===== config.mk =====
export PLATFORM = sky130hd
export DESIGN_NAME = hof_ctrl
export DESIGN_NICKNAME = d
export VERILOG_FILES = /design/src/hof_pkg.sv /design/src/hof_ctrl.sv
export SDC_FILE = /design/constraint.sdc
export NUM_CORES = 1
export LEC_CHECK = 0
export BUFFER_PORTS_ARGS = -buffer_cell sky130_fd_sc_hd__buf_2
export CAP_MARGIN = 20
export CORE_MARGIN = 2
export CORE_UTILIZATION = 35
export DETAILED_ROUTE_END_ITERATION = 16
export SYNTH_ARGS = -nofsm -noshare
export SYNTH_HDL_FRONTEND = slang
export SYNTH_SLANG_ARGS = --single-unit

===== constraint.sdc =====
create_clock -name clk -period 3.54 [get_ports clk]
set_input_delay 0.177 -clock clk [delete_from_list [all_inputs] [get_ports clk]]
set_output_delay 0.177 -clock clk [all_outputs]
set_load 0.1 [all_outputs]

===== src/hof_pkg.sv =====
`timescale 1ns / 1ps
// ----------------------------------------------------------------------------
// hof_pkg
// shared types and constants of the hampel outlier filter
// ----------------------------------------------------------------------------
package hof_pkg;

    localparam int SampleBits = 16;

    typedef struct packed {
        logic signed [SampleBits-1:0] sample;
        logic                         last_in;
    } in_item_t;

    typedef struct packed {
        logic signed [SampleBits-1:0] value;
        logic                         replaced;
        logic                         last_out;
    } out_item_t;

    typedef enum logic [0:0] {
        REG_HALF_WIDTH = 1'b0,
        REG_THRESHOLD  = 1'b1
    } reg_index_t;

    typedef enum logic [3:0] {
        ST_IDLE,
        ST_WRITE,
        ST_LOAD,
        ST_RANK_MED,
        ST_PICK_MED,
        ST_DEV,
        ST_RANK_MAD,
        ST_PICK_MAD,
        ST_MUL,
        ST_DECIDE,
        ST_EMIT,
        ST_FLUSH,
        ST_FLUSH_OUT
    } state_t;

    // controller to datapath
    typedef struct packed {
        logic write_sample;
        logic load_window;
        logic rank_step;
        logic rank_clear;
        logic pick_med;
        logic make_dev;
        logic pick_mad;
        logic mul_step;
        logic decide;
        logic emit_raw;
        logic flush_load;
        logic flush_step;
        logic clear_stream;
        logic out_valid;
    } hof_cmd_t;

    // datapath to controller
    typedef struct packed {
        logic have_centre;
        logic full_window;
        logic rank_done;
        logic flush_any;
        logic flush_final;
        logic last_seen;
    } hof_stat_t;

endpackage


===== src/hof_ctrl.sv =====
`timescale 1ns / 1ps
// ----------------------------------------------------------------------------
// hof_ctrl
// sequencer for one sample: store, two rank selections, decision, flush
// ----------------------------------------------------------------------------
module hof_ctrl
    import hof_pkg::*;
(
    input  logic      clk,
    input  logic      rst_n,
    input  logic      in_fire,
    input  logic      out_ready,
    input  hof_stat_t stat,
    output hof_cmd_t  cmd,
    output logic      in_ready
);

    state_t state_reg;
    state_t state_next;

    // state register
    always_ff @(posedge clk or negedge rst_n)
    begin
        if (!rst_n)
        begin
            state_reg <= ST_IDLE;
        end
        else
        begin
            state_reg <= state_next;
        end
    end

    // next state and commands
    always_comb
    begin
        state_next = state_reg;
        cmd        = '0;
        in_ready   = 1'b0;
        unique case (state_reg)
            ST_IDLE:
            begin
                in_ready = 1'b1;
                if (in_fire)
                begin
                    cmd.write_sample = 1'b1;
                    state_next       = ST_WRITE;
                end
            end
            ST_WRITE:
            begin
                if (stat.have_centre && stat.full_window)
                begin
                    state_next = ST_LOAD;
                end
                else if (stat.have_centre)
                begin
                    cmd.emit_raw = 1'b1;
                    state_next   = ST_EMIT;
                end
                else
                begin
                    state_next = ST_FLUSH;
                end
            end
            ST_LOAD:
            begin
                cmd.load_window = 1'b1;
                cmd.rank_clear  = 1'b1;
                state_next      = ST_RANK_MED;
            end
            ST_RANK_MED:
            begin
                cmd.rank_step = 1'b1;
                if (stat.rank_done)
                begin
                    state_next = ST_PICK_MED;
                end
            end
            ST_PICK_MED:
            begin
                cmd.pick_med = 1'b1;
                state_next   = ST_DEV;
            end
            ST_DEV:
            begin
                cmd.make_dev   = 1'b1;
                cmd.rank_clear = 1'b1;
                state_next     = ST_RANK_MAD;
            end
            ST_RANK_MAD:
            begin
                cmd.rank_step = 1'b1;
                if (stat.rank_done)
                begin
                    state_next = ST_PICK_MAD;
                end
            end
            ST_PICK_MAD:
            begin
                cmd.pick_mad = 1'b1;
                state_next   = ST_MUL;
            end
            ST_MUL:
            begin
                cmd.mul_step = 1'b1;
                state_next   = ST_DECIDE;
            end
            ST_DECIDE:
            begin
                cmd.decide = 1'b1;
                state_next = ST_EMIT;
            end
            ST_EMIT:
            begin
                cmd.out_valid = 1'b1;
                if (out_ready)
                begin
                    state_next = ST_FLUSH;
                end
            end
            ST_FLUSH:
            begin
                if (stat.last_seen)
                begin
                    cmd.flush_load = 1'b1;
                    if (stat.flush_any)
                    begin
                        state_next = ST_FLUSH_OUT;
                    end
                    else
                    begin
                        cmd.clear_stream = 1'b1;
                        state_next       = ST_IDLE;
                    end
                end
                else
                begin
                    state_next = ST_IDLE;
                end
            end
            ST_FLUSH_OUT:
            begin
                cmd.out_valid = 1'b1;
                if (out_ready)
                begin
                    if (stat.flush_final)
                    begin
                        cmd.clear_stream = 1'b1;
                        state_next       = ST_IDLE;
                    end
                    else
                    begin
                        cmd.flush_step = 1'b1;
                    end
                end
            end
            default:
            begin
                state_next = ST_IDLE;
            end
        endcase
    end

endmodule


Word level (Yosys, flattened, before mapping) --
Index checks and enable logic that the tools add are counted.
Storage, ports and cells: register bits 4, output and inout port bits 15
Cells by class: equality and inequality tests 18, muxes and demuxes 35, reductions and logical operators 6
Operators with widths (count):
- 4-bit case mux with 13 select lines | 1
- 4-bit 2-to-1 mux | 9
- 1-bit 2-to-1 mux | 23
- 4-bit == test (second input constant) | 5
- 4-bit by 3-bit == test with 1-bit output (second input constant) | 4
- 2-bit != test (second input constant) | 6
- 4-bit by 2-bit == test with 1-bit output (second input constant) | 2
- 6-bit AND reduction | 1
- 2-bit OR reduction | 3
- 4-bit by 1-bit == test with 1-bit output (second input constant) | 1
- 4-bit logical NOT | 1
- 2-bit 2-to-1 mux | 1
- 1-bit case mux with 2 select lines | 1
- 1-bit logical AND | 1

Depth between registers and ports, before layout --
Gate-level depths: netlist of run 1.
depth after elaboration 3, gate-level depth with buffers 5, gate-level depth less buffers 4

Least setup slack after synthesis of run 1 --
No wires, ideal clock.
path type register -> output, from register state_reg[1], to output port cmd[4] (netlist name), arrival time 3.595 ns, setup slack -0.232 ns, stages on the path, launching flop included 4, buffers on the path 1, cell sequence dfrtp_1 -> buf_4 -> nand2b_1 -> nor4_1
RTL lines:
- start: declaration | line hof_ctrl.sv:18 | state_t state_reg;
- start signal: assignment | line hof_ctrl.sv:30 | state_reg <= state_next;
- end: declaration | line hof_ctrl.sv:14 | output hof_cmd_t cmd,

==> run_results.csv, run 1 <==
group,metric,value,unit
placement,gp_congestion,0.747,
sta,finalMaxSlewViolations,0,
worst_setup_path,cp_cell_sequence,"or2_4 -> nor2_1 -> and2_1 -> buf_2",
outcome,status,"finished, final reports clean",
flow_run,drv_cap,0,
finish,diodes,0,
worst_setup_path,crit_arrival,1.82,ns
sta,hold_viol,0,
floorplanning,die_h,41,um
synthesis,seq_area_frac_synth,0.209,
detailed_routing,drtPass1Iterations,4,
detailed_routing,vias_per_cell,5.25,
grt,grt_pass1_vias,395,
synthesis,ys.flop_type,"dfrtp_1",
cts,cts_tree,"built",
worst_setup_path,ff2ff_setup_slack,2.07,ns
grt,grt_max_degree,21,
worst_setup_path,r2r.worst_path.cells,4,
cts,numClockSinks,4,
grt,antenna_found_initial,0,
floorplanning,io_pins,25,
worst_setup_path,crit_required,3.36,ns
placement,hpwl,888,um
floorplanning,core_area,0.00128,mm^2
floorplanning,initial_core_util,0.373,
cts,cts_setup_buffers,0,
sta,slew_headroom,0.614,
synthesis,ys_types,35,
cts,clock_latency,0.23,ns
synthesis,syn-num-nets,77,
worst_setup_path,r2r_end,"state_reg[0]",
synthesis,syn_area,479,um^2
synthesis,synth.largest_area_cell,"dfrtp_1",
sta,clock_skew,0.0000581,ns
finish,fin_nets,102,
floorplanning,die_w,41,um
synthesis,synth.area.top_cells,"dfrtp_1 (21%), nor2_1 (7.0%), a21oi_1 (5.2%)",
sta,post-route-period-util,0.565,
synthesis,syn_inst,67,
synthesis,synth_top_area_frac,0.209,
grt,track_usage,0.154,
cts,htreeDepth,1,
worst_setup_path,worstSetupEndpointType,"output pin",
detailed_routing,route.detailed.drc,0,
cts,clk_pin_slew,0.04,ns
sta,fin_tns_setup,0,ns
detailed_routing,drt_iter0_drc,10,
worst_setup_path,slowest_delay,0.58,ns
grt,grt_pass1_wl,1610,um
floorplanning,fp.dieArea,0.00168,mm^2
worst_setup_path,reg2reg_from,"state_reg[2]",
synthesis,yosysWarnings,0,
sta,worst_slew_pin_slew,0.579,ns
worst_setup_path,cp_slowest_cell,"dfrtp_1",
grt,grt-ovfl-total,0,
cts,ctsRootBufferMaster,"clkbuf_4",
finish,largest_reg_flops,4,
worst_setup_path,startpoint_type,"flip-flop",
detailed_routing,ant_nets,0,
detailed_routing,vias,551,
sta,rsz0062_at_grt,"no",
placement,portBuffers,24,
worst_setup_path,crit_path_max_fanout,20,
worst_setup_path,path_class,"flip-flop to output pin",
detailed_routing,drt-total-wl,1140,um
min_path,hold_path_class,"input port to asynchronous set/reset pin",
sta,finalSetupViolations,0,
detailed_routing,wl_per_cell,10.8,um
finish,final_cell_mix,"buf_2 (24), nor2_1 (9), a21oi_1 (5), nand2_1 (4), dfrtp_1 (4)",
cts,cts_made_buffers,3,
synthesis,synthArstFlopShare,1.00,
cts,clockBufferDepth,2,
sta,period_needed,2.00,ns
synthesis,avgSynthCellArea,7.15,um^2
synthesis,synth_edf_count,0,
finish,syn_to_final_growth,30.0,%
finish,layout_commonest_cell,"buf_2",
floorplanning,num_rows,13,
sta,max_freq,500,MHz
finish,drive_above_1_share,0.344,
synthesis,ys_seq_elements,4,
==> kinds of logic after synthesis <==
logic type	count (synthesis)	share of synthesized area
xor gates and xnor gates	2	0.0366
buffers and inverters	8	0.0940
AOI/OAI and AO/OA	20	0.277
DFF	4	0.209
and+or+nand+nor	33	0.384
==> critical path: cells and delay by family, from the launching register on <==
family,cells,cell delay (ns)
flops,1,0.58
simple gates,3,0.59
buf+inv,1,0.41
==> cell type report <==
class / instances / area [um^2]
Timing Repair Buffer: 25 / 130
Fill cell: 141 / 662
Inverter: 3 / 11.3
Tap cell: 15 / 18.8
Sequential cell: 4 / 100
Multi-Input combinational cell: 55 / 340
Clock buffer: 3 / 22.5
==> worst max path at each step <==
stage | slack (ns) | startpoint | end
detailed placement | 1.79 | state_reg[2] | cmd[13]
global placement | 1.82 | state_reg[2] | cmd[12]
finish | 1.54 | state_reg[2] | cmd[13]
global route | 1.38 | state_reg[2] | cmd[0]
CTS | 1.54 | state_reg[2] | cmd[13]
floorplan | 0.38 | state_reg[2] | cmd[11]
==> what timing repair did <==
action / CTS / global route
hold endpoints to repair: 4 / 0
gates resized for setup: 0 / 0
hold buffers: 1 / 0
==> synth_stat cells (2+ instances only) <==
cell type	instances
nand2_1	4
inv_1	3
o22ai_1	3
nor2b_1	2
buf_2	3
and2_1	2
o21ai_0	2
nor3b_1	3
a21o_1	2
nor2_1	9
dfrtp_1	4
a21oi_1	5
nand2b_1	3
==> layer usage <==
layer | vias to the layer above | GRT usage | wire, um
met4 | 0 | 0.117 | 0
met5 | - | 0 | 0
met3 | 0 | 0.0380 | 79
met2 | 17 | 0.230 | 560
li1 | 285 | - | -
met1 | 249 | 0.186 | 500
==> stage by stage <==
step	util	hold slack (ns)	std cells	instance area (um^2)	setup slack [ns]
6_report	0.485	0.292	105	623	1.54
5_1_grt	0.485	0.273	105	623	1.38
4_1_cts	0.485	0.261	105	623	1.54
3_5_place_dp	0.460	-0.0176	101	591	1.79
3_3_place_gp	0.460	-0.0178	101	591	1.82
2_1_floorplan	-	-0.119	67	485	0.378
Power of run 1 is not shown: default switching activity piles up to over one toggle a cycle in this logic, so the estimate is an artifact.
==> run 2, diff against run 1 <==
PLACE_DENSITY = 0.67   (was unset)
clock period = 1.65 ns   (was 3.54 ns; I/O delays follow)
==> run 2 against run 1 <==
  * Clock skew grew 0.0031 ns
  * Die area stayed put
  * Worst hold slack got worse by 0.097 ns
  * Critical path depth unchanged
  * First-iteration DRC count decreased by 50%
  * Count of clock-buffer cells in the layout unchanged
  * Register-to-register slack got worse by 1.8 ns
  * Sequential share of layout area shrank 6.2 points
  * Wire length grew 23%
  * Global-route usage rose by 3.3 points
  * Largest cell class unchanged
  * Via count grew 11%
  * Sequential cell count did not move
==> run_results.csv, run 2 (synthesis results as in run 1) <==
group,metric,value,unit
outcome,status,"finished, final reports clean",
sta,worst_slew_pin_slew,0.255,ns
worst_setup_path,crit_start,"state_reg[1]",
sta,max_freq,624,MHz
placement,portBuffers,24,
floorplanning,core_area,0.00128,mm^2
sta,hold_viol,0,
grt,track_usage,0.187,
detailed_routing,route.detailed.drc,0,
detailed_routing,vias,610,
flow_run,drv_cap,0,
floorplanning,fp.dieArea,0.00168,mm^2
worst_setup_path,reg2reg_from,"state_reg[0]",
worst_setup_path,cp_cell_sequence,"buf_4 -> nand2b_1 -> nor4_4 -> buf_12",
finish,fin_area,0.00107,mm^2
placement,hpwl,1100,um
grt,grt_pass1_wl,2010,um
sta,finalSetupViolations,0,
worst_setup_path,crit_path_max_fanout,8,
sta,fin_tns_setup,0,ns
cts,clock_latency,0.23,ns
floorplanning,io_pins,25,
sta,clock_skew,0.00316,ns
min_path,hold_path_class,"input port to asynchronous set/reset pin",
detailed_routing,drtPass1Iterations,4,
floorplanning,die_w,41,um
cts,cts_tree,"built",
floorplanning,num_rows,13,
sta,slew_headroom,0.828,
floorplanning,initial_core_util,0.373,
finish,postLayoutCoreUtil,0.832,
sta,post-route-period-util,0.971,
sta,worst_hold_slack,0.194,ns
finish,filler_cell_count,73,
grt,grt-ovfl-total,0,
cts,clk_pin_slew,0.04,ns
worst_setup_path,crit_required,1.57,ns
finish,seq_area,105,um^2
detailed_routing,wl_per_cell,12.0,um
worst_setup_path,path_class,"flip-flop to output pin",
cts,numClockSinks,4,
detailed_routing,ant_nets,0,
grt,antenna_found_initial,0,
grt,grt_max_degree,15,
floorplanning,die_h,41,um
finish,multi_input_area,465,um^2
detailed_routing,vias_per_cell,5.21,
detailed_routing,drt_iter0_drc,5,
finish,final_cell_mix,"buf_12 (15), buf_4 (12), buf_2 (9), nor2_4 (5)",
grt,grt_pass1_vias,485,
finish,diodes,0,
finish,fin_nets,114,
worst_setup_path,worstSetupEndpointType,"output pin",
worst_setup_path,startpoint_type,"flip-flop",
finish,syn_to_final_growth,123,%
worst_setup_path,cp_slowest_cell,"dfrtp_2",
sta,period_needed,1.60,ns
cts,clockBufferDepth,2,
placement,gp_congestion,0.912,
cts,htreeDepth,1,
sta,finalMaxSlewViolations,0,
finish,largest_reg_flops,4,
worst_setup_path,slowest_delay,0.45,ns
placement,placed_area,971,um^2
finish,layout_commonest_cell,"buf_12",
detailed_routing,drt-total-wl,1410,um
cts,ctsRootBufferMaster,"clkbuf_4",
finish,drive_above_1_share,0.608,
cts,cts_made_buffers,3,
worst_setup_path,crit_arrival,1.52,ns
[run 2: cell types whose count changed in the layout (fill, tap and decap cells not counted), sizes merged]
cell,previous run,this run
buf,24,36
[run 2: what timing repair did]
item                       in CTS  in global routing
setup endpoints to repair       2                  1
setup buffers                   0                  7
pin swaps                       1                  2
gates resized for setup         5                  1
hold buffers                    1                  0
hold endpoints to repair        4                  0
[run 2: layout make-up]
type,count,area share
inverters,3,0.0105
repair buffers,37,0.417
well taps,15,0.0176
flip-flops and latches,4,0.0984
clock buffers,3,0.0211
multi-input cells,55,0.436
[run 2: worst paths after layout]
check	slack, ns	cells past startpoint	to
max in group asynchronous	1.33	2	state_reg[0]
max reg2reg	0.27	5	state_reg[0]
min	0.19	2	state_reg[1]
min in group clk	0.22	3	state_reg[0]
min reg2reg	0.74	2	state_reg[3]
max	0.05	4	cmd[4]
[run 2: per-layer routing]
layer | part of all wire | track usage | vias up
li1 | - | - | 307
met1 | 0.38 | 0.221 | 285
met2 | 0.57 | 0.328 | 18
met3 | 0.047 | 0.0326 | 0
met4 | 0 | 0.0750 | 0
met5 | 0 | 0 | -
[run 2: per-stage QoR]
step / instances / setup WS, ns
6_report: 117 / 0.0475
5_1_grt: 117 / -0.00728
4_1_cts: 110 / 0.0290
3_5_place_dp: 106 / 0.202
3_3_place_gp: 106 / 0.237
2_1_floorplan: 67 / -0.336
[run 2: critical path: cells and delay by family, from the launching register on]
kind	cells	cell delay, ns
buf+inv	2	0.38
flops	1	0.45
simple gates	2	0.45
Power of run 2 is left out for the same reason.
